==> config.mk <==
export PLATFORM = sky130hd
export DESIGN_NAME = lbs_ram
export DESIGN_NICKNAME = d
export VERILOG_FILES = /design/src/hw/rtl/lbs_ram.sv
export SDC_FILE = /design/constraint.sdc
export NUM_CORES = 2
export LEC_CHECK = 0
export BUFFER_PORTS_ARGS = -buffer_cell sky130_fd_sc_hd__buf_2
export CAP_MARGIN = 5
export CORE_MARGIN = 2
export CORE_UTILIZATION = 35
export DETAILED_ROUTE_END_ITERATION = 8
export PLACE_DENSITY = 0.51
export SYNTH_ARGS = -nofsm -noshare
export SYNTH_HDL_FRONTEND = slang
export SYNTH_SLANG_ARGS = --single-unit
==> constraint.sdc <==
create_clock -name clk -period 2.51 [get_ports clk]
set_clock_uncertainty 0.15 [all_clocks]
set_input_delay 0.3765 -clock clk [delete_from_list [all_inputs] [get_ports clk]]
set_output_delay 0.3765 -clock clk [all_outputs]
set_load 0.02 [all_outputs]
==> src/hw/rtl/lbs_ram.sv <==
`timescale 1ns / 1ps
// ----------------------------------------------------------------------------
// lbs_ram
// Generic single-port synchronous RAM with a registered read.
// ----------------------------------------------------------------------------
module lbs_ram #(
  parameter int Width = 8,
  parameter int Depth = 256
) (
  input  logic                     clk,
  input  logic                     we,
  input  logic [$clog2(Depth)-1:0] addr,
  input  logic [Width-1:0]         wdata,
  output logic [Width-1:0]         rdata
);
  logic [Width-1:0] mem [Depth];

  // One access per cycle: write or read.
  always_ff @(posedge clk) begin
    if (we) mem[addr] <= wdata;
    rdata <= mem[addr];
  end
endmodule

==> out/metrics.cfg <==
[critical_path]
reg2reg_to = rdata[4]$_DFF_P_
critical_path.endpoint_type = flop
cp.required_ns = 3.09
critical_path.slowest_cell = o41ai_2
worstPathMaxFanout = 1
reg2reg_from = mem[41][4]$_DFFE_PP_
regToRegSetupSlack_ns = 0.04
critical_path.cell_chain = mux4_2 > a22oi_1 > a21oi_1 > o41ai_2 > buf_4 > nand4_1
startpoint = mem[41][4]$_DFFE_PP_
max_stage_delay_ns = 0.54
critPathKind = reg -> reg
r2r_cells = 6
start_kind = flop
crit_arrival_ns = 3.05

[floorplanning]
fp-row-count = 173
ioPinCount = 26
die_area_mm2 = 0.228
core_region_area_mm2 = 0.223
dieWidth_um = 478
start_util_pct = 35.3
die_h_um = 478

[power_and_ir_drop]
power_density_mw_per_mm2 = 744
static-leakage-power_nw = 30.5
p_total_mw = 71.9
irDropWorstVdd_v = 0.000618

[logic_synthesis]
ys_top_cells_by_area = edfxtp_1 (78%), mux4_2 (15%), a22oi_1 (2.4%), nor2_1 (1.1%), a21oi_1 (0.82%)
syn_inst = 3547
syn_avg_cell_area_um2 = 22.1
synth_area_mm2 = 0.0785
synthFlopType = edfxtp_1
synth_cell_types = 22
syn_nets = 3565
synth_edf_count = 2048
synth-async-reset-ratio_pct = 0
ys_seq_area_share_pct = 78.6
synth_top_area_share_pct = 78.3
synth_top_area_cell = edfxtp_1
ys_seq_elements = 2056
yosysWarningCount = 0

[sta]
rsz0062_at_grt = yes
whs_ns = 0.142
fin_crit_ns = 2.47
finalMaxSlewViolations = 0
tightest_slew_ns = 0.723
fmax_ghz = 0.404
fin_tns_setup_ns = 0
finalCritPeriodShare_pct = 98.6
fin_ws_ns = 0.0351
setup_viol = 0
slew_headroom_pct = 51.8
hold_violations = 0

[cts]
cts_made_buffers = 212
cts_max_level = 4
insertion_delay_ns = 0.86
clk_pin_slew_ns = 0.06
cts.path.max_buffers = 3
cts.sinks = 2056
cts_tree = yes
root_buffer = clkbuf_16

[global_routing]
grt_start_max_net_pins = 123
grt_pass1_wl_mm = 300
grtUsageTotal_pct = 18.2
grt_pass1_vias = 40668
overflow = 0
antenna_found_initial = 7

[layout]
finalNonFillerCells = 7430
nets = 4288
fillers = 19279
syn_to_final_growth_pct = 23.3
seq_area_mm2 = 0.0617
drive_gt1_share_pct = 38.2
multi_input_comb_area_mm2 = 0.0167

[drt]
via_per_inst = 5.28
ant_nets = 0
firstDrtPassIters = 5
drtIter0Drc = 4073
wirelength_mm = 208
vias = 39199
wire_per_inst_um = 28.0
drc = 0

[placed_design]
gp_congestion = 0.795
io_buffers = 25
place_ws_ns = -1.49
hpwl_mm = 134
dp_cells = 7021

[flow_run]
cap_violations = 0

[hold_path]
hold_class = in -> reg
worstHoldStart = addr[7]
holdPathEnd = rdata[2]$_DFF_P_
hold_path_depth = 6

[outcome]
outcome = completed

[where the power goes]
group / internal (mW) / switching [mW] / leakage [nW]
sequential: 37.8 / 0.0651 / 18.5
clock: 17.1 / 13.1 / 3.26
combinational: 1.58 / 2.33 / 8.78
total: 56.5 / 15.5 / 30.5
[kinds of logic (layout without fill, tap and decap cells)]
logic type             after synthesis  in the layout  share of synthesized area [%]
other                                0              3                              0
AND/OR/NAND/NOR                    330            330                           1.73
AO/OA/AOI/OAI                      416            416                           3.62
flip-flops                        2056           2056                           78.6
buffers and inverters              233           1138                           1.40
multiplexers                       512            512                           14.7
[worst max-delay path: cells and delay by family (launching register included)]
kind            cells  cell delay [ns]
compound gates      3             1.06
buf+inv             1             0.22
flops               1             0.37
mux                 1             0.47
simple gates        1             0.11
[through the flow]
| stage | util, % | cell area (um^2) |
|---|---|---|
| 6_report | 43.5 | 96800 |
| 3_3_place_gp | 40.3 | 89700 |
| 4_1_cts | 43.4 | 96700 |
| 2_1_floorplan | - | 79100 |
| 5_1_grt | 43.5 | 96800 |
| 3_5_place_dp | 40.3 | 89700 |
[routing by layer]
metal  track usage, %  up-vias  share of wire, %
li1                 -    16594                 -
met1             25.8    21176                44
met2             29.3     1175                49
met3             3.24      254               5.8
met4             4.46        0               2.1
met5                0        -                 0
[Yosys cell counts, types with 2 or more instances]
library cell and n:
buf_4 16, or2_2 2, dfxtp_1 8, nor3_1 30, nand3_1 13, mux4_2 512, nor2b_1 7, edfxtp_1 2048
buf_2 36, buf_1 19, o41ai_1 32, nand2b_1 6, nand4_1 8, nand2_1 28, buf_6 16, a21oi_1 128
nor2_1 232, and2_1 3, clkbuf_1 145, a22oi_1 256
[worst max path at each step]
stage	to	slack [ns]	cells after the start
floorplan	mem[102][0]$_DFFE_PP_	-0.13	8
global placement	rdata[0]$_DFF_P_	-1.54	9
detailed placement	rdata[0]$_DFF_P_	-1.49	9
CTS	rdata[0]$_DFF_P_	0.005	7
global route	rdata[0]$_DFF_P_	-0.03	6
finish	rdata[4]$_DFF_P_	0.04	6
[layout by cell type (no fill, tap or decap), types with 55 or more instances in the layout]
cell	instances
edfxtp_1	2048
clkinv_1	55
nor2_4	67
buf_12	191
a21oi_1	123
mux4_2	512
a22oi_1	248
buf_4	516
clkbuf_16	214
nor2_1	119
[layout make-up]
class / count / area share [%]
sequential: 2056 / 63.7
multi-input combinational: 1258 / 17.3
timing repair buffer: 741 / 8.28
clock buffer: 272 / 5.81
tap: 2975 / 3.85
clock inverter: 124 / 1.06
antenna: 3 / 0.00776
inverter: 1 / 0.00388
[timing repair]
item,4_1_cts,5_1_grt
setup buffers,0,0
resized for setup,26,16
cloned,0,0
hold buffers,10,0
hold endpoints to repair,704,0
pin swaps,5,5
endpoints found under the setup margin,8,8
[sequential cells by signal, indices dropped and copies added, names as in the netlist]
signal,count
rdata,8
mem,2048
Note: power is estimated with default switching activity, not from simulation.
