<file path="config.mk">
export PLATFORM = sky130hd
export DESIGN_NAME = lbs_divider
export DESIGN_NICKNAME = d
export VERILOG_FILES = /design/src/hw/rtl/lbs_pkg.sv /design/src/hw/rtl/lbs_divider.sv
export SDC_FILE = /design/constraint.sdc
export NUM_CORES = 1
export LEC_CHECK = 0
export BUFFER_PORTS_ARGS = -buffer_cell sky130_fd_sc_hd__buf_2
export CAP_MARGIN = 20
export CORE_MARGIN = 4
export CORE_UTILIZATION = 34
export DETAILED_ROUTE_END_ITERATION = 8
export HOLD_SLACK_MARGIN = 0.02
export MAX_ROUTING_LAYER = met4
export SLEW_MARGIN = 20
export SYNTH_ARGS = -nofsm -noshare
export SYNTH_HDL_FRONTEND = slang
export SYNTH_SLANG_ARGS = --single-unit
</file>
<file path="constraint.sdc">
create_clock -name clk -period 9.8 [get_ports clk]
set_input_delay 1.96 -clock clk [delete_from_list [all_inputs] [get_ports clk]]
set_output_delay 1.96 -clock clk [all_outputs]
set_load 0.03 [all_outputs]
</file>
<file path="src/hw/rtl/lbs_pkg.sv">
`timescale 1ns / 1ps
// ----------------------------------------------------------------------------
// lbs_pkg
// Shared types and constants of the letterbox bilinear scaler.
// ----------------------------------------------------------------------------
package lbs_pkg;
  localparam int MaxWidth  = 512;
  localparam int MaxHeight = 512;
  localparam int MaxPlanes = 3;
  localparam int StoreDepth = MaxWidth * MaxHeight * MaxPlanes;
  localparam int AddrW = $clog2(StoreDepth);
  localparam logic [15:0] FillValue = 16'd32768;

  localparam logic [2:0] RegSw = 3'd0;
  localparam logic [2:0] RegSh = 3'd1;
  localparam logic [2:0] RegTw = 3'd2;
  localparam logic [2:0] RegTh = 3'd3;
  localparam logic [2:0] RegCh = 3'd4;

  localparam logic CmdLoad = 1'b0;
  localparam logic CmdRead = 1'b1;

  // Effective (clamped) dimensions handed from the register file.
  typedef struct packed {
    logic [9:0] sw;
    logic [9:0] sh;
    logic [9:0] tw;
    logic [9:0] th;
    logic [1:0] ch;
  } dims_t;

  // Clamp a dimension register to 1..hi.
  function automatic logic [9:0] clamp_dim(input logic [9:0] v, input logic [9:0] hi);
    logic [9:0] r;
    r = v;
    if (v == 10'd0) r = 10'd1;
    else if (v > hi) r = hi;
    return r;
  endfunction
endpackage

</file>
<file path="src/hw/rtl/lbs_divider.sv">
`timescale 1ns / 1ps
// ----------------------------------------------------------------------------
// lbs_divider
// Restoring divider, one quotient bit per cycle, 26-bit dividend.
// ----------------------------------------------------------------------------
module lbs_divider import lbs_pkg::*; (
  input  logic        clk,
  input  logic        rst,
  input  logic        start,
  input  logic [25:0] dividend,
  input  logic [19:0] divisor,
  output logic        done,
  output logic [25:0] quotient
);
  logic [4:0]  count;
  logic        busy;
  logic [20:0] rem;
  logic [25:0] quo;
  logic [19:0] dvs;
  logic [20:0] trial;

  assign trial = {rem[19:0], quo[25]} - {1'b0, dvs};

  // Shift and subtract each cycle.
  always_ff @(posedge clk) begin
    if (rst) begin
      busy <= 1'b0;
      done <= 1'b0;
      count <= 5'd0;
    end else begin
      done <= 1'b0;
      if (start) begin
        busy <= 1'b1;
        count <= 5'd0;
        rem <= 21'd0;
        quo <= dividend;
        dvs <= divisor;
      end else if (busy) begin
        if (!trial[20]) rem <= trial;
        else rem <= {rem[19:0], quo[25]};
        quo <= {quo[24:0], ~trial[20]};
        count <= count + 5'd1;
        if (count == 5'd25) begin
          busy <= 1'b0;
          done <= 1'b1;
        end
      end
    end
  end
  assign quotient = quo;
endmodule

</file>
==> results of run 1 <==
[cell usage in the layout (no fill, tap or decap), types with 2 or more instances in the layout]
cell / n
ha_1: 22
nor2b_1: 3
or2_2: 2
edfxtp_1: 66
xnor2_1: 12
nand4_1: 4
clkbuf_16: 9
a41o_1: 2
o2111ai_1: 3
mux2i_1: 14
nor2_4: 2
a21o_1: 3
xor2_1: 6
a211oi_1: 2
dfxtp_1: 7
nor2_1: 35
mux2_2: 25
nand2_1: 27
o21bai_1: 2
clkinvlp_4: 2
a31o_1: 2
buf_2: 75
and3_1: 4
o21ai_0: 9
a21oi_1: 19
o211ai_1: 3
inv_1: 26
and2_1: 2
a21boi_0: 2
o21a_1: 10
nand3_1: 8
[worst max-delay path, stage by stage]
cell    delay [ns]
buf_2         0.71
inv_1         0.37
nor2_4        0.61
[metal layers]
layer | share of wire [%] | global-route usage [%] | up-vias
li1 | - | - | 1464
met1 | 47 | 17.16 | 1393
met2 | 44 | 19.62 | 111
met3 | 7.4 | 4.613 | 13
met4 | 1.8 | 4.322 | 0
met5 | 0 | - | -
[per-stage QoR]
| step | hold WS, ns | cell area (µm²) | std cells | utilization [%] |
|---|---|---|---|---|
| after detailed placement | 0.5025 | 4607 | 563 | 39.67 |
| final | 0.5160 | 4917 | 579 | 42.34 |
| after global placement | 0.4862 | 4607 | 563 | 39.67 |
| after global routing | 0.5529 | 4917 | 579 | 42.34 |
| after floorplan | 0.4725 | 4108 | 358 | - |
| after CTS | 0.5180 | 4912 | 579 | 42.30 |
[final cells by class]
type / instances / area [µm²] / area share (%)
Clock inverter: 6 / 66.31 / 1.349
Clock buffer: 10 / 239.0 / 4.860
Inverter: 26 / 97.59 / 1.985
Tap cell: 143 / 178.9 / 3.639
Timing Repair Buffer: 76 / 382.9 / 7.786
Sequential cell: 73 / 2122 / 43.16
Multi-Input combinational cell: 245 / 1831 / 37.23
[final timing paths]
kind	to	slack, ns
worst min-delay path	count[1]	0.52
worst max register to register	rem[13]	6.78
worst max-delay path	dvs[5]	6.11
worst min register to register	count[1]	0.52
[where the power goes]
group	leakage (nW)	internal (mW)	switching, mW
sequential	0.688	0.371	0.0122
combinational	1.19	0.0938	0.129
clock	0.143	0.204	0.136
total	2.02	0.670	0.277
[logic make-up (layout without fill, tap and decap cells)]
family	after synthesis	after routing	share of synthesized area [%]
AOI/OAI and AO/OA	70	70	12.18
xor gates and xnor gates	18	18	3.838
adders and majority gates	23	23	7.188
buffers and inverters	40	118	4.142
DFF	73	73	51.66
muxes	39	39	10.26
and+or+nand+nor	95	95	10.72
[registers in the layout (all words and copies together) (netlist names)]
signal and flops:
count 5, done 1, rem 20, busy 1, quotient 26, dvs 20
==> impl_metrics.json, run 1 <==
{
  "async_flop_share_pct": 0,
  "slew_viol_final": 0,
  "hold_class": "reg -> reg",
  "gr-usage-all-layers_pct": 13.30,
  "cts_resized": 0,
  "max-slew-margin-rel_pct": 36.73,
  "dp_hpwl_mm": 6.154,
  "seq_area_frac_synth_pct": 51.66,
  "core-area_mm2": 0.01161,
  "wl_per_cell_um": 15.18,
  "arrival_ns": 3.67,
  "routabilityCongestion": 0.8207,
  "timing.rr.start": "rem[7]",
  "port_buffers": 75,
  "antenna_cells": 0,
  "synth.avg_cell_area_um2": 11.47,
  "vdd_drop_max_v": 0.0001100,
  "cts-root-buf": "clkbuf_16",
  "synth_ff_type": "edfxtp_1",
  "vias": 2981,
  "drt_first_pass_iters": 4,
  "dieArea_mm2": 0.01390,
  "min_from": "count[1]",
  "ys_top_cells_by_area": "edfxtp_1, mux2_2, ha_1, dfxtp_1, mux2i_1",
  "synth_top_area_share_pct": 48.25,
  "die_h_um": 117.9,
  "clock_latency_ns": 0.34,
  "area_growth_pct": 19.71,
  "synth.largest_area_cell": "edfxtp_1",
  "final_antenna_net_count": 0,
  "synth.most_common_cell": "edfxtp_1",
  "syn_area_mm2": 0.004108,
  "die_w_um": 117.9,
  "clock-sinks": 73,
  "cts_buffer_depth": 2,
  "syn_nets": 430,
  "reg2reg_depth": 8,
  "synthDistinctLibCells": 54,
  "cts-hold-fix-buffers": 0,
  "start_util_pct": 35.37,
  "fillerInstances": 1132,
  "synth_edf_count": 66,
  "final_nets": 503,
  "power_density_mw_per_mm2": 192.6,
  "cp-start-kind": "input port",
  "grt_pass1_wl_mm": 14.58,
  "io_pins": 76,
  "crit_type": "in -> reg",
  "crit_start": "start",
  "drt_iter0_drc": 116,
  "wl_mm": 8.788,
  "ys_ff_latch": 73,
  "cap_violations": 0,
  "cp_data_required_time_ns": 9.77,
  "status": "complete, no violations",
  "cts_buffers": 9,
  "clock_skew_ns": 0.006080,
  "row_count": 39,
  "synthCells": 358,
  "grt_pass1_vias": 3088,
  "drive_above_1_share_pct": 28.90,
  "period_minus_slack_ns": 3.694,
  "endpoint_kind": "flip-flop",
  "cts_tree": "built",
  "synth_common_cells": "edfxtp_1, nor2_1, nand2_1",
  "post-route-period-util_pct": 37.70,
  "grt_overflow": 0,
  "htreeDepth": 3,
  "antenna_found_initial": 0,
  "postCtsSetupRepairBufs": 0,
  "rsz0062_at_grt": "no",
  "hold-path-cell-count": 2,
  "yosys_warnings": 0,
  "finalHoldViolCount": 0,
  "clk_pin_slew_ns": 0.06,
  "tightest_slew_ns": 0.9491,
  "timing.final.ws_setup_ns": 6.106,
  "fin_setup_tns_ns": 0,
  "setup-violations-final": 0,
  "cp_max_fo": 46,
  "p_leak_nw": 2.024,
  "fmax_ghz": 0.2707,
  "dp_slack_ns": 5.292,
  "route.detailed.drc": 0,
  "grt_max_degree": 47,
  "total_power_uw": 946.8,
  "viasPerCell": 5.149
}
(Power assumes the default switching activity.)
==> run 2: changes to the inputs <==
- clock period: 9.8 -> 3.5 ns (I/O delays scaled with it)
==> run 2 against run 1 <==
Die area unchanged. Sequential power rose to 2.8 times the previous value. Setup slack worse by 5.5 ns. Largest cell class unchanged. Non-clock buffer count up 3. Core utilization about the same. Register-to-register slack worse by 6.2 ns. Cell count up 0.69%. Critical path depth up 5. Worst hold slack better by 0.0012 ns. Clock power rose to 2.5 times the previous value.
==> impl_metrics.json, run 2 (synthesis results as in run 1) <==
{
  "status": "complete, no violations",
  "port_buffers": 75,
  "fin_setup_tns_ns": 0,
  "grt_pass1_vias": 3133,
  "comb_power_share_pct": 24.5,
  "htreeDepth": 3,
  "mostFrequentLayoutCells": "buf_2, edfxtp_1, nor2_1, nand2_1, inv_1",
  "post-route-period-util_pct": 83.51,
  "route.detailed.drc": 0,
  "setup-violations-final": 0,
  "gr-usage-all-layers_pct": 13.73,
  "dieArea_mm2": 0.01390,
  "final_nets": 506,
  "core-area_mm2": 0.01161,
  "cap_violations": 0,
  "p_clk_share_pct": 33.6,
  "io_pins": 76,
  "seqPwrFrac_pct": 41.9,
  "drive_above_1_share_pct": 29.16,
  "vias": 2978,
  "drt_first_pass_iters": 4,
  "fmax_ghz": 0.3421,
  "cts_buffers": 9,
  "cp_data_required_time_ns": 3.58,
  "cts_tree": "built",
  "die_w_um": 117.9,
  "antenna_found_initial": 1,
  "slew_viol_final": 0,
  "swShare_pct": 30.23,
  "final_common_cell": "buf_2",
  "wl_mm": 8.903,
  "intPower_mw": 1.788,
  "cts-hold-fix-buffers": 0,
  "period_minus_slack_ns": 2.923,
  "cts_resized": 0,
  "viasPerCell": 5.108,
  "hold_class": "reg -> reg",
  "die_h_um": 117.9,
  "cp-start-kind": "flip-flop",
  "cp_max_fo": 21,
  "cts-root-buf": "clkbuf_16",
  "dp.cells": 566,
  "max-slew-margin-rel_pct": 51.41,
  "largest_reg_flops": 26,
  "grt_overflow": 0,
  "post_layout_nonfiller_instances": 583,
  "clk_pin_slew_ns": 0.06,
  "wl_per_cell_um": 15.27,
  "rsz0062_at_grt": "no",
  "clock-sinks": 73,
  "cts_buffer_depth": 2,
  "grt_pass1_wl_mm": 14.78,
  "arrival_ns": 3.01,
  "vdd_drop_max_v": 0.0003149,
  "p_leak_nw": 2.029,
  "routabilityCongestion": 0.8723,
  "row_count": 39,
  "finalHoldViolCount": 0,
  "dp_hpwl_mm": 6.492,
  "start_util_pct": 35.37,
  "postCtsSetupRepairBufs": 0,
  "endpoint_kind": "flip-flop",
  "power_density_mw_per_mm2": 521.4,
  "area_growth_pct": 19.68,
  "final_antenna_net_count": 0,
  "drt_iter0_drc": 127,
  "p_switching_uw": 774.8,
  "tightest_slew_ns": 0.7272,
  "clock_skew_ns": 0.01123,
  "total_power_mw": 2.563,
  "clock_latency_ns": 0.35,
  "grt_max_degree": 32,
  "crit_type": "reg -> reg",
  "fillerInstances": 1130
}
-- run 2: cell types whose count changed in the layout (fill, tap and decap cells not counted), sizes merged --
cell      previous run  this run
buf                 76        79
bufinv               1         0
clkinv               2         4
clkinvlp             2         1
diode                0         1
-- run 2: stage by stage --
step	util (%)	area (µm²)	setup WS, ns	hold slack [ns]
floorplan	-	4110	0.5047	0.4725
global placement	39.97	4642	0.6426	0.4897
detailed placement	39.97	4642	0.5945	0.5101
CTS	42.31	4913	0.5924	0.5128
global route	42.33	4916	0.3553	0.5062
finish	42.33	4916	0.5773	0.5172
-- run 2: critical path: stages, from the launching register on --
cell	delay (ns)
edfxtp_1	0.40
ha_1	0.43
nand3_2	0.10
or4b_1	0.55
a31o_1	0.24
a21oi_2	0.18
o221a_4	0.45
mux2i_1	0.26
nor2_1	0.06
-- run 2: final timing paths --
check / slack (ns) / cells after the start / to / from
worst max-delay path: 0.58 / 8 / rem[10] / rem[7]
worst min-delay path: 0.52 / 2 / count[1] / count[1]
worst max register to register: 0.58 / 8 / rem[10] / rem[7]
worst min register to register: 0.52 / 2 / count[1] / count[1]
-- run 2: area by class of cell --
class | count | area [µm²] | area share (%)
sequential | 73 | 2122 | 43.17
multi-input combinational | 245 | 1826 | 37.13
timing repair buffer | 79 | 417.9 | 8.501
clock buffer | 10 | 229.0 | 4.658
tap | 143 | 178.9 | 3.640
inverter | 26 | 97.59 | 1.985
clock inverter | 6 | 42.54 | 0.8654
antenna | 1 | 2.502 | 0.05090
-- run 2: power groups by stage --
stage	clock, mW	combinational [mW]	sequential, mW
floorplan	0	0.453	1.12
global placement	0	0.620	1.09
detailed placement	0	0.629	1.09
CTS	0.888	0.632	1.07
global route	0.926	0.699	1.08
finish	0.861	0.628	1.07
-- run 2: routing by layer --
| metal | global-route usage [%] | up-vias | part of all wire, % |
|---|---|---|---|
| met5 | - | - | 0 |
| met2 | 20.91 | 94 | 45 |
| li1 | - | 1469 | - |
| met3 | 5.430 | 16 | 7.2 |
| met4 | 5.495 | 0 | 2.3 |
| met1 | 16.31 | 1399 | 45 |
==> run 3: changes to the inputs <==
- clock period: 3.5 -> 3 ns (I/O delays scaled with it)
==> run 3 against run 2 <==
Clock skew fell by 0.0055 ns. Combinational power up 22%. Cell area is 1.6% higher. Flip-flop and latch count unchanged. Die area unchanged. Sequential share of layout area is 0.67 points lower. Critical path type unchanged. Largest cell class unchanged.
==> impl_metrics.json, run 3 (synthesis results as in run 1) <==
{
  "min_from": "divisor[14]",
  "hold_class": "in -> reg",
  "final_util_pct": 43.00,
  "hold-path-cell-count": 1,
  "core-area_mm2": 0.01161,
  "cts_tree": "built",
  "gr-usage-all-layers_pct": 13.39,
  "stdcell_area_mm2": 0.004994,
  "cts-hold-fix-buffers": 0,
  "routabilityCongestion": 0.8501,
  "dp_slack_ns": 0.1023,
  "dp_hpwl_mm": 6.614,
  "arrival_ns": 3.01,
  "timing.rr.start": "rem[6]",
  "clock-sinks": 73,
  "cts-root-buf": "clkbuf_16",
  "intPower_mw": 2.132,
  "multi_input_area_mm2": 0.001848,
  "vdd_drop_max_v": 0.0005015,
  "cp-start-kind": "flip-flop",
  "slew_viol_final": 0,
  "grt_pass1_wl_mm": 14.51,
  "dieArea_mm2": 0.01390,
  "cap_violations": 0,
  "drt_iter0_drc": 147,
  "port_buffers": 75,
  "crit_type": "reg -> reg",
  "start_util_pct": 35.37,
  "fillerInstances": 1102,
  "tightest_slew_ns": 0.5848,
  "dp.cells": 573,
  "p_clk_share_pct": 33.9,
  "post-route-period-util_pct": 97.87,
  "swShare_pct": 30.05,
  "clock_skew_ns": 0.005775,
  "crit_path_cell_trace": "ha_1 -> nand3_2 -> or4b_1 -> a31o_1 -> a21oi_2 -> o221a_2 -> mux2i_1 -> nor2_1",
  "final_common_cell": "buf_2",
  "antenna_found_initial": 0,
  "seq_area_mm2": 0.002122,
  "rsz0062_at_grt": "yes",
  "drive_above_1_share_pct": 31.03,
  "period_minus_slack_ns": 2.936,
  "clock_latency_ns": 0.34,
  "route.detailed.drc": 0,
  "io_pins": 76,
  "timing.final.ws_setup_ns": 0.06382,
  "area_growth_pct": 21.57,
  "r2r-end": "rem[7]",
  "grt_overflow": 0,
  "grt_pass1_vias": 3106,
  "reg2reg_depth": 8,
  "fmax_ghz": 0.3406,
  "comb_power_share_pct": 25.1,
  "total_power_mw": 3.048,
  "antenna_cells": 0,
  "die_h_um": 117.9,
  "post_layout_nonfiller_instances": 591,
  "cts_buffers": 9,
  "final_nets": 515,
  "cp_max_fo": 10,
  "crit_slowest_cell": "or4b_1",
  "die_w_um": 117.9,
  "grt_max_degree": 26,
  "status": "complete, no violations",
  "p_leak_nw": 2.072,
  "r2r_slack_ns": 0.06,
  "p_switching_uw": 916.0,
  "row_count": 39,
  "clk_pin_slew_ns": 0.06,
  "cp_data_required_time_ns": 3.07,
  "viasPerCell": 5.108,
  "cts_buffer_depth": 2,
  "htreeDepth": 3,
  "setup-violations-final": 0,
  "final_antenna_net_count": 0,
  "drt_first_pass_iters": 5,
  "wl_mm": 9.016,
  "finalHoldViolCount": 0,
  "vias": 3019,
  "seqPwrFrac_pct": 41.0,
  "cts_resized": 0,
  "hold_end": "dvs[14]",
  "mostFrequentLayoutCells": "buf_2, edfxtp_1, nor2_1, nand2_1, inv_1",
  "wl_per_cell_um": 15.26,
  "place_area_mm2": 0.004682,
  "largest_reg_flops": 26,
  "power_density_mw_per_mm2": 610.4,
  "max-slew-margin-rel_pct": 60.60,
  "max_stage_delay_ns": 0.55,
  "endpoint_kind": "flip-flop",
  "postCtsSetupRepairBufs": 0
}
run 3: routing by layer:
layer	vias up	wire (µm)	global-route usage [%]
met2	121	4029	20.09
li1	1498	-	-
met3	14	723	4.565
met1	1386	4141	16.72
met5	-	0	-
met4	0	122	5.128
run 3: worst max path at each step:
stage	from	end
after CTS	rem[6]	rem[8]
after global routing	rem[6]	rem[7]
after detailed placement	rem[6]	rem[8]
after floorplan	start	quotient[0]
after global placement	rem[6]	rem[8]
final	rem[6]	rem[7]
run 3: worst max-delay path: cells and delay by family, from the launching register on:
family                   cells  cell delay, ns
flip-flops                   1            0.40
adder cells (fa/ha/maj)      1            0.39
AO/OA/AOI/OAI                3            0.96
multiplexers                 1            0.22
AND/OR/NAND/NOR              3            0.69
run 3: area by class of cell:
type	instances	area share, %
clock buffer	10	4.786
sequential	73	42.50
inverter	26	1.954
clock inverter	6	1.002
tap	143	3.583
timing repair buffer	86	9.171
multi-input combinational	247	37.01
run 3: stage by stage:
stage,setup TNS [ns],hold slack [ns]
after floorplan,0,0.4725
after global placement,0,0.4899
after detailed placement,0,0.5186
after CTS,0,0.4200
after global routing,-0.1139,0.4179
final,0,0.4371
run 3: power groups by stage:
| stage | logic [mW] | clock network [mW] | registers, mW |
|---|---|---|---|
| finish | 0.765 | 1.03 | 1.25 |
| global route | 0.844 | 1.11 | 1.26 |
| CTS | 0.749 | 1.07 | 1.25 |
| detailed placement | 0.749 | 0 | 1.27 |
| global placement | 0.735 | 0 | 1.27 |
| floorplan | 0.528 | 0 | 1.31 |
