==> config.mk <==
export PLATFORM = sky130hd
export DESIGN_NAME = lbs_regs
export DESIGN_NICKNAME = d
export VERILOG_FILES = /design/src/hw/rtl/lbs_pkg.sv /design/src/hw/rtl/lbs_regs.sv
export SDC_FILE = /design/constraint.sdc
export NUM_CORES = 1
export LEC_CHECK = 0
export BUFFER_PORTS_ARGS = -buffer_cell sky130_fd_sc_hd__buf_2
export CORE_MARGIN = 1.5
export CORE_UTILIZATION = 40
export CTS_BUF_LIST = sky130_fd_sc_hd__clkbuf_8
export CTS_CLUSTER_DIAMETER = 40
export DETAILED_ROUTE_END_ITERATION = 8
export PLACE_DENSITY = 0.78
export SETUP_SLACK_MARGIN = 0.2
export SYNTH_ARGS = -nofsm -noshare
export SYNTH_HDL_FRONTEND = slang
export SYNTH_SLANG_ARGS = --single-unit
==> constraint.sdc <==
create_clock -name clk -period 1.8 [get_ports clk]
set_input_delay 0.18 -clock clk [delete_from_list [all_inputs] [get_ports clk]]
set_output_delay 0.18 -clock clk [all_outputs]
set_load 0.02 [all_outputs]
==> src/hw/rtl/lbs_pkg.sv <==
`timescale 1ns / 1ps
// ----------------------------------------------------------------------------
// lbs_pkg
// Shared types and constants of the letterbox bilinear scaler.
// ----------------------------------------------------------------------------
package lbs_pkg;
  localparam int MaxWidth  = 512;
  localparam int MaxHeight = 512;
  localparam int MaxPlanes = 3;
  localparam int StoreDepth = MaxWidth * MaxHeight * MaxPlanes;
  localparam int AddrW = $clog2(StoreDepth);
  localparam logic [15:0] FillValue = 16'd32768;

  localparam logic [2:0] RegSw = 3'd0;
  localparam logic [2:0] RegSh = 3'd1;
  localparam logic [2:0] RegTw = 3'd2;
  localparam logic [2:0] RegTh = 3'd3;
  localparam logic [2:0] RegCh = 3'd4;

  localparam logic CmdLoad = 1'b0;
  localparam logic CmdRead = 1'b1;

  // Effective (clamped) dimensions handed from the register file.
  typedef struct packed {
    logic [9:0] sw;
    logic [9:0] sh;
    logic [9:0] tw;
    logic [9:0] th;
    logic [1:0] ch;
  } dims_t;

  // Clamp a dimension register to 1..hi.
  function automatic logic [9:0] clamp_dim(input logic [9:0] v, input logic [9:0] hi);
    logic [9:0] r;
    r = v;
    if (v == 10'd0) r = 10'd1;
    else if (v > hi) r = hi;
    return r;
  endfunction
endpackage

==> src/hw/rtl/lbs_regs.sv <==
`timescale 1ns / 1ps
// ----------------------------------------------------------------------------
// lbs_regs
// APB register file holding the image dimensions.
// ----------------------------------------------------------------------------
module lbs_regs import lbs_pkg::*; (
  input  logic        clk,
  input  logic        rst,
  input  logic        psel,
  input  logic        penable,
  input  logic        pwrite,
  input  logic [4:0]  paddr,
  input  logic [31:0] pwdata,
  output logic [31:0] prdata,
  output logic        pready,
  output dims_t       dims
);
  logic [9:0] sw, sh, tw, th;
  logic [1:0] ch;
  logic [2:0] idx;

  assign pready = 1'b1;
  assign idx = paddr[4:2];

  // Register writes.
  always_ff @(posedge clk) begin
    if (rst) begin
      sw <= 10'd320;
      sh <= 10'd320;
      tw <= 10'd416;
      th <= 10'd416;
      ch <= 2'd3;
    end else if (psel && penable && pwrite) begin
      case (idx)
        RegSw: sw <= pwdata[9:0];
        RegSh: sh <= pwdata[9:0];
        RegTw: tw <= pwdata[9:0];
        RegTh: th <= pwdata[9:0];
        RegCh: ch <= pwdata[1:0];
        default: ;
      endcase
    end
  end

  // Readback.
  always_comb begin
    case (idx)
      RegSw: prdata = {22'd0, sw};
      RegSh: prdata = {22'd0, sh};
      RegTw: prdata = {22'd0, tw};
      RegTh: prdata = {22'd0, th};
      RegCh: prdata = {30'd0, ch};
      default: prdata = 32'd0;
    endcase
  end

  assign dims.sw = clamp_dim(sw, 10'(MaxWidth));
  assign dims.sh = clamp_dim(sh, 10'(MaxHeight));
  assign dims.tw = clamp_dim(tw, 10'(MaxWidth));
  assign dims.th = clamp_dim(th, 10'(MaxHeight));
  assign dims.ch = (ch == 2'd0) ? 2'd1 : ((ch > 2'(MaxPlanes)) ? 2'(MaxPlanes) : ch);
endmodule

==> results of run 1 <==
## kinds of logic (layout without fill, tap and decap cells)
kind of cell           after synthesis  count (layout)  synth area share
other                                2              23           0.00293
AO/OA/AOI/OAI                       10              10            0.0229
multiplexers                        52              52             0.243
flip-flops                          42              42             0.328
buffers and inverters               48              90             0.114
AND/OR/NAND/NOR                    124             124             0.289
## stage by stage
| step | std cells | area [um2] | total power [mW] |
|---|---|---|---|
| global route | 416 | 3120 | 1.99 |
| global placement | 404 | 2850 | 1.19 |
| finish | 416 | 3120 | 1.94 |
| floorplan | 299 | 2640 | 1.17 |
| detailed placement | 404 | 2850 | 1.19 |
| CTS | 413 | 3010 | 1.94 |
## where the power goes
group / switching [mW] / total (mW) / internal [mW]
clock network: 0.316 / 0.760 / 0.444
registers: 0.00772 / 0.942 / 0.934
logic: 0.154 / 0.237 / 0.0837
total: 0.478 / 1.94 / 1.46
## final cells by class
type                       count  share of cell area
multi-input combinational    209               0.500
clock buffer                   6              0.0264
timing repair buffer          82               0.153
clock inverter                 1             0.00961
tap                           75              0.0300
inverter                       1             0.00120
sequential                    42               0.280
## worst paths after layout
kind	end	slack (ns)	depth (start not counted)
setup reg to reg	sw[9]	0.99	3
hold / removal	ch[0]	0.18	3
hold reg to reg	sh[0]	0.50	2
setup / recovery	prdata[5]	0.20	3
## sequential cells by signal, indices dropped and copies added (netlist names)
name,flops
th,10
ch,2
sh,10
tw,10
sw,10
## synthesized netlist by cell type (2+ instances only)
cell type | n | share of area
buf_2 | 2 | 0.0039
a21oi_1 | 5 | 0.0098
clkbuf_1 | 17 | 0.025
mux2_2 | 2 | 0.0088
nor3_1 | 2 | 0.0039
mux2i_1 | 42 | 0.16
mux4_2 | 8 | 0.070
nor2b_1 | 40 | 0.098
dfxtp_1 | 42 | 0.33
nand2b_1 | 40 | 0.098
nor2_1 | 23 | 0.034
nand3_1 | 2 | 0.0039
conb_1 | 2 | 0.0029
nor4_1 | 8 | 0.020
buf_4 | 27 | 0.079
## worst reg2reg max path, delay by kind of cell (launching register included)
family / cells / cell delay [ns]
buffers and inverters: 1 / 0.19
flip-flops: 1 / 0.34
AND/OR/NAND/NOR: 1 / 0.08
multiplexers: 1 / 0.13
## layer usage
metal / track usage / vias to the layer above / routed length [um] / part of all wire
met5: 0 / - / 0 / 0
met4: 0.0530 / 0 / 116 / 0.018
met3: 0.0487 / 11 / 497 / 0.076
met2: 0.304 / 96 / 3140 / 0.48
met1: 0.238 / 1018 / 2820 / 0.43
li1: - / 1009 / - / -
## timing repair
action                     4_1_cts  5_1_grt
gates resized for setup         16       32
setup endpoints to repair       11       12
setup buffers                    2        3
pin swaps                        0        1
==> impl_metrics.yaml, run 1 <==
placement:
  routabilityCongestion: 0.874
  hpwl_um: 4900
  portBuffers: 69
  preCtsSetupSlack_ns: 0.126
grt:
  track_usage: 0.184
  antenna_found_initial: 0
  grt_max_degree: 49
  grt_overflow_total: 0
  grt_first_pass_wirelength_um: 10300
  grt_pass1_vias: 1969
floorplanning:
  die_h_um: 83.1
  initial_core_util: 0.423
  core_area_mm2: 0.00606
  dieArea_mm2: 0.00690
  dieWidth_um: 83.1
  num_rows: 28
  ios: 117
timing:
  max_slew_margin: 0.566
  fin_setup_tns_ns: 0
  setup_viol: 0
  drv_slew: 0
  tightest_slew_ns: 0.651
  period_minus_slack_ns: 1.60
  rsz0062_at_grt: "true"
  hold_violations: 0
  hold_ws_ns: 0.180
  maxClockFrequency_ghz: 0.625
  fin_ws_ns: 0.201
  finalCritPeriodShare: 0.888
  clock_skew_ns: 0
worst_setup_path:
  cp_data_required_time_ns: 1.62
  start_kind: "register"
  path_max_fanout: 3
  crit_family: "multiplexers"
  crit_type: "register to primary output"
  endpoint_kind: "primary output"
  slowest_stage: "mux4_2"
  cp-startpoint: "th[5]"
  timing.rr.start: "sw[9]"
  slowest_delay_ns: 0.47
  crit_path_cell_trace: "mux4_2 -> nor2b_1 -> buf_4"
  arrival_ns: 1.42
  crit_buf_inv: 1
clock_tree:
  htreeDepth: 2
  insertion_delay_ns: 0.29
  clk_path_buf_depth: 2
  cts_tree: "built"
  clkTransAtPathRegs_ns: 0.08
  numCtsBuffers: 5
  cts_root_buf: "clkbuf_8"
  cts.sinks: 42
  holdBufCountCts: 0
detailed_routing:
  drtAntennaViolNets: 0
  vias: 2134
  drt_wl_total_um: 6580
  drc: 0
  dr.pass1.iters: 4
  viasPerCell: 5.13
  wl_per_cell_um: 15.8
  dr.first_iter.drc_count: 170
layout:
  fin_util: 0.515
  fillCellCount: 548
  regArea_um2: 875
  multi_input_area_mm2: 0.00156
  diodes: 0
  syn_to_final_growth_pct: 21.9
  final_cell_mix: "58 x buf_2, 42 x mux2i_1, 40 x nand2b_1, 38 x nor2b_1, 24 x dfxtp_2"
  drive_gt1_frac: 0.405
  fin_nets: 383
  final_common_cell: "buf_2"
run:
  maxCapViolations: 0
yosys:
  ys_ff_latch: 42
  synthCells: 278
  yosys_warnings: 0
  avgSynthCellArea_um2: 9.22
  async_reset_ff_frac: 0
  syn_area_mm2: 0.00256
  ys_types: 31
  synthFlopType: "dfxtp_1"
  ys_seq_area_frac: 0.328
  synth_edf_count: 0
pwr:
  vdd_drop_max_uv: 374
  power_density_mw_per_mm2: 621
  leakage_nw: 1.50
hold_path:
  hp-class: "primary input to register"
  holdCritStartpoint: "pwdata[0]"
outcome:
  status: "completed"
No activity file was read; power rests on OpenSTA's default activity.
==> run 2, diff against run 1 <==
--- a/config.mk
+++ b/config.mk
@@ -6,7 +6,7 @@
 export NUM_CORES = 1
 export LEC_CHECK = 0
 export BUFFER_PORTS_ARGS = -buffer_cell sky130_fd_sc_hd__buf_2
-export CORE_MARGIN = 1.5
+export CORE_MARGIN = 4
 export CORE_UTILIZATION = 40
 export CTS_BUF_LIST = sky130_fd_sc_hd__clkbuf_8
 export CTS_CLUSTER_DIAMETER = 40
==> run 2 against run 1 <==
Compared with the run above: global-route usage down 1.4 points; first-iteration DRC count down 18%; clock-buffer cell count unchanged; non-clock buffer count up 2; flip-flop and latch count unchanged; die area up 12%; sequential share of layout area down 0.18 points; critical path type unchanged; largest power group unchanged.
==> impl_metrics.yaml, run 2 (synthesis gave the netlist of run 1 again) <==
placement:
  portBuffers: 69
  preCtsSetupSlack_ns: 0.227
  routabilityCongestion: 0.817
  hpwl_um: 5080
clock_tree:
  cts.sinks: 42
  holdBufCountCts: 0
  cts_root_buf: "clkbuf_8"
  htreeDepth: 2
  cts_tree: "built"
  clkTransAtPathRegs_ns: 0.08
  clk_path_buf_depth: 2
  numCtsBuffers: 5
  insertion_delay_ns: 0.30
floorplanning:
  ios: 117
  dieArea_mm2: 0.00775
  num_rows: 28
  die_h_um: 88.1
  core_area_mm2: 0.00606
  dieWidth_um: 88.1
  initial_core_util: 0.423
pwr:
  vdd_drop_max_uv: 299
  power_density_mw_per_mm2: 565
  leakage_nw: 1.54
grt:
  grt_first_pass_wirelength_um: 10200
  grt_max_degree: 30
  antenna_found_initial: 0
  grt_overflow_total: 0
  grt_pass1_vias: 2016
  track_usage: 0.170
worst_setup_path:
  arrival_ns: 1.42
  start_kind: "register"
  crit_buf_inv: 1
  crit_path_cell_trace: "mux4_2 -> nor2b_4 -> buf_6"
  crit_family: "multiplexers"
  crit_type: "register to primary output"
  slowest_stage: "mux4_2"
  path_max_fanout: 4
  slowest_delay_ns: 0.48
  cp_data_required_time_ns: 1.62
  endpoint_kind: "primary output"
timing:
  fin_ws_ns: 0.197
  hold_violations: 0
  setup_viol: 0
  drv_slew: 0
  maxClockFrequency_ghz: 0.624
  period_minus_slack_ns: 1.60
  fin_setup_tns_ns: 0
  clock_skew_ns: 0
  rsz0062_at_grt: "true"
  finalCritPeriodShare: 0.890
detailed_routing:
  drc: 0
  dr.first_iter.drc_count: 139
  vias: 2138
  drtAntennaViolNets: 0
  drt_wl_total_um: 7010
  viasPerCell: 5.10
  wl_per_cell_um: 16.7
  dr.pass1.iters: 4
layout:
  fillCellCount: 548
  diodes: 0
  final_cell_mix: "56 x buf_2, 42 x mux2i_1, 40 x nand2b_1, 35 x nor2b_1, 24 x dfxtp_2"
  multi_input_area_mm2: 0.00162
  regArea_um2: 893
  final_common_cell: "buf_2"
  drive_gt1_frac: 0.433
  fin_util: 0.530
  syn_to_final_growth_pct: 25.3
  fin_nets: 385
outcome:
  status: "completed"
run:
  maxCapViolations: 0
hold_path:
  hp-class: "primary input to register"
==> run 2: changes by cell type in the layout (fill, tap and decap cells not counted), sizes merged <==
| cell | change |
|---|---|
| buf | +1 |
| bufinv | -1 |
| clkbuf | +1 |
| clkinv | +1 |
| inv | +1 |
==> run 2: final timing paths <==
| check | startpoint | endpoint | slack [ns] | cells after the start |
|---|---|---|---|---|
| worst max-delay path | th[6] | prdata[6] | 0.20 | 3 |
| worst min-delay path | pwdata[0] | ch[0] | 0.15 | 3 |
| worst max register to register | tw[9] | tw[9] | 0.94 | 3 |
| worst min register to register | tw[0] | tw[0] | 0.50 | 2 |
==> run 2: power breakdown <==
group | leakage, nW | switching [mW] | internal (mW)
Combinational | 1.14 | 0.160 | 0.0937
Sequential | 0.346 | 0.00892 | 0.927
Clock | 0.0524 | 0.320 | 0.304
Total | 1.54 | 0.489 | 1.32
==> run 2: layout make-up <==
class / count / area share
multi-input cells: 209 / 0.504
flip-flops and latches: 42 / 0.278
repair buffers: 84 / 0.159
well taps: 75 / 0.0292
clock buffers: 6 / 0.0257
clock inverters: 2 / 0.00273
inverters: 1 / 0.00117
==> run 2: repair_timing <==
item                       CTS  global route
setup endpoints to repair    7            13
buffers inserted             0             4
pin swaps                    0             5
resized for setup            7            67
==> run 2: per-stage QoR <==
step / power (mW) / hold slack [ns] / cells / cell area, um2
finish: 1.81 / 0.153 / 419 / 3210
CTS: 1.80 / 0.152 / 415 / 2980
global placement: 1.19 / 0.455 / 407 / 2880
global route: 1.88 / 0.186 / 419 / 3210
detailed placement: 1.20 / 0.464 / 407 / 2880
floorplan: 1.17 / 0.347 / 299 / 2640
==> run 2: layer usage <==
metal	wire (um)	global-route usage	share of wire
met2	3480	0.285	0.50
met5	0	0	0
met1	3030	0.216	0.43
met3	425	0.0414	0.061
met4	80	0.0549	0.011
==> run 2: worst reg2reg max path, delay by kind of cell (launching register included) <==
kind | cells | cell delay (ns)
buf+inv | 1 | 0.18
flops | 1 | 0.34
mux | 1 | 0.16
simple gates | 1 | 0.10
==> run 3, diff against run 2 <==
--- a/config.mk
+++ b/config.mk
@@ -5,7 +5,7 @@
 export SDC_FILE = /design/constraint.sdc
 export NUM_CORES = 1
 export LEC_CHECK = 0
-export BUFFER_PORTS_ARGS = -buffer_cell sky130_fd_sc_hd__buf_2
+export BUFFER_PORTS_ARGS = -buffer_cell sky130_fd_sc_hd__buf_4
 export CORE_MARGIN = 4
 export CORE_UTILIZATION = 40
 export CTS_BUF_LIST = sky130_fd_sc_hd__clkbuf_8
==> run 3 against run 2 <==
Compared with the run above: setup slack gained 0.023 ns; largest power group unchanged; hold slack gained 0.018 ns; critical path depth is the same; global-route usage shrank 0.49 points; clock-buffer cell count is the same; largest cell class unchanged; final area grew 1.4%; clock power shrank 7.1%; fmax grew 1.5%; utilization grew 0.76 points.
==> impl_metrics.yaml, run 3 (synthesis gave the netlist of run 1 again) <==
timing:
  fin_ws_ns: 0.221
  setup_viol: 0
  clock_skew_ns: 0
  hold_violations: 0
  period_minus_slack_ns: 1.58
  finalCritPeriodShare: 0.877
  rsz0062_at_grt: "true"
  fin_setup_tns_ns: 0
  maxClockFrequency_ghz: 0.633
  drv_slew: 0
outcome:
  status: "completed"
pwr:
  leakage_nw: 1.53
  vdd_drop_max_uv: 308
  power_density_mw_per_mm2: 545
  power_mw: 1.78
layout:
  fin_util: 0.538
  fin_nets: 382
  drive_gt1_frac: 0.407
  final_cell_count_no_fill: 414
  diodes: 0
  final_common_cell: "buf_4"
  fillCellCount: 542
  syn_to_final_growth_pct: 27.1
  final_cell_mix: "76 x buf_4, 42 x mux2i_1, 40 x nand2b_1, 35 x nor2b_1, 24 x dfxtp_2"
grt:
  grt_pass1_vias: 1991
  antenna_found_initial: 0
  grt_overflow_total: 0
  grt_max_degree: 58
  grt_first_pass_wirelength_um: 9930
  track_usage: 0.165
placement:
  portBuffers: 69
  routabilityCongestion: 0.838
  place_inst: 403
  preCtsSetupSlack_ns: 0.304
  hpwl_um: 4930
worst_setup_path:
  start_kind: "register"
  cp_data_required_time_ns: 1.62
  endpoint_kind: "primary output"
  rr_endpoint: "sh[9]"
  crit_path_cell_trace: "mux4_2 -> nor2b_2 -> buf_6"
  worstSetupEndpoint: "prdata[5]"
  cp-startpoint: "th[5]"
  path_max_fanout: 4
  rrSetupSlack_ns: 0.96
  reg2regPathDepth: 3
  slowest_delay_ns: 0.47
  crit_type: "register to primary output"
  slowest_stage: "mux4_2"
  timing.rr.start: "sh[9]"
  arrival_ns: 1.40
clock_tree:
  clk_path_buf_depth: 2
  cts_tree: "built"
  numCtsBuffers: 5
  clkTransAtPathRegs_ns: 0.07
  htreeDepth: 2
  cts_root_buf: "clkbuf_8"
  cts.sinks: 42
  insertion_delay_ns: 0.28
hold_path:
  holdCritStartpoint: "pwdata[0]"
  hp-class: "primary input to register"
detailed_routing:
  wl_per_cell_um: 16.0
  viasPerCell: 5.04
  drtAntennaViolNets: 0
  vias: 2086
  drt_wl_total_um: 6640
  drc: 0
  dr.pass1.iters: 4
  dr.first_iter.drc_count: 171
floorplanning:
  dieArea_mm2: 0.00775
  ios: 117
  initial_core_util: 0.423
  die_h_um: 88.1
  core_area_mm2: 0.00606
  dieWidth_um: 88.1
  num_rows: 28
run:
  maxCapViolations: 0
==> run 3: cell count changes in the layout (fill, tap and decap cells not counted), sizes merged <==
cell / delta
buf: -2
clkbuf: -1
clkinv: -1
inv: -1
==> run 3: layer usage <==
| layer | vias to the layer above | GRT usage | share of wire |
|---|---|---|---|
| met3 | 4 | 0.0405 | 0.072 |
| li1 | 1008 | - | - |
| met2 | 86 | 0.271 | 0.49 |
| met4 | 0 | 0.0343 | 0.0060 |
| met1 | 988 | 0.223 | 0.43 |
| met5 | - | 0 | 0 |
==> run 3: worst min-delay path by stage <==
stage | end | cells past startpoint
after floorplan | ch[0] | 2
after global placement | ch[1] | 3
final | ch[0] | 3
after global routing | ch[0] | 3
after CTS | ch[1] | 3
after detailed placement | ch[0] | 3
==> run 3: worst max-delay path, delay by kind of cell (launching register included) <==
family / cells / cell delay (ns)
flops: 1 / 0.35
mux: 1 / 0.47
simple gates: 1 / 0.17
buf+inv: 1 / 0.13
==> run 3: power breakdown <==
group / internal [mW] / switching, mW
logic: 0.101 / 0.155
clock network: 0.296 / 0.284
registers: 0.933 / 0.00799
==> run 3: what timing repair did <==
action,in CTS,in global routing
gates cloned,0,0
hold buffers,0,0
pin swaps,0,2
setup endpoints to repair,1,12
buffers inserted,0,5
gates resized for setup,1,45
==> run 3: final cells by class <==
class	count	area, um2	area share
Clock buffer	6	82.6	0.0253
Inverter	1	3.75	0.00115
Multi-Input combinational cell	209	1570	0.483
Sequential cell	42	878	0.270
Tap cell	75	93.8	0.0288
Timing Repair Buffer	81	627	0.192
==> run 3: through the flow <==
stage / hold WS (ns) / area (um2)
finish: 0.172 / 3260
global route: 0.171 / 3260
global placement: 0.448 / 3020
floorplan: 0.347 / 2640
detailed placement: 0.458 / 3020
CTS: 0.168 / 3110
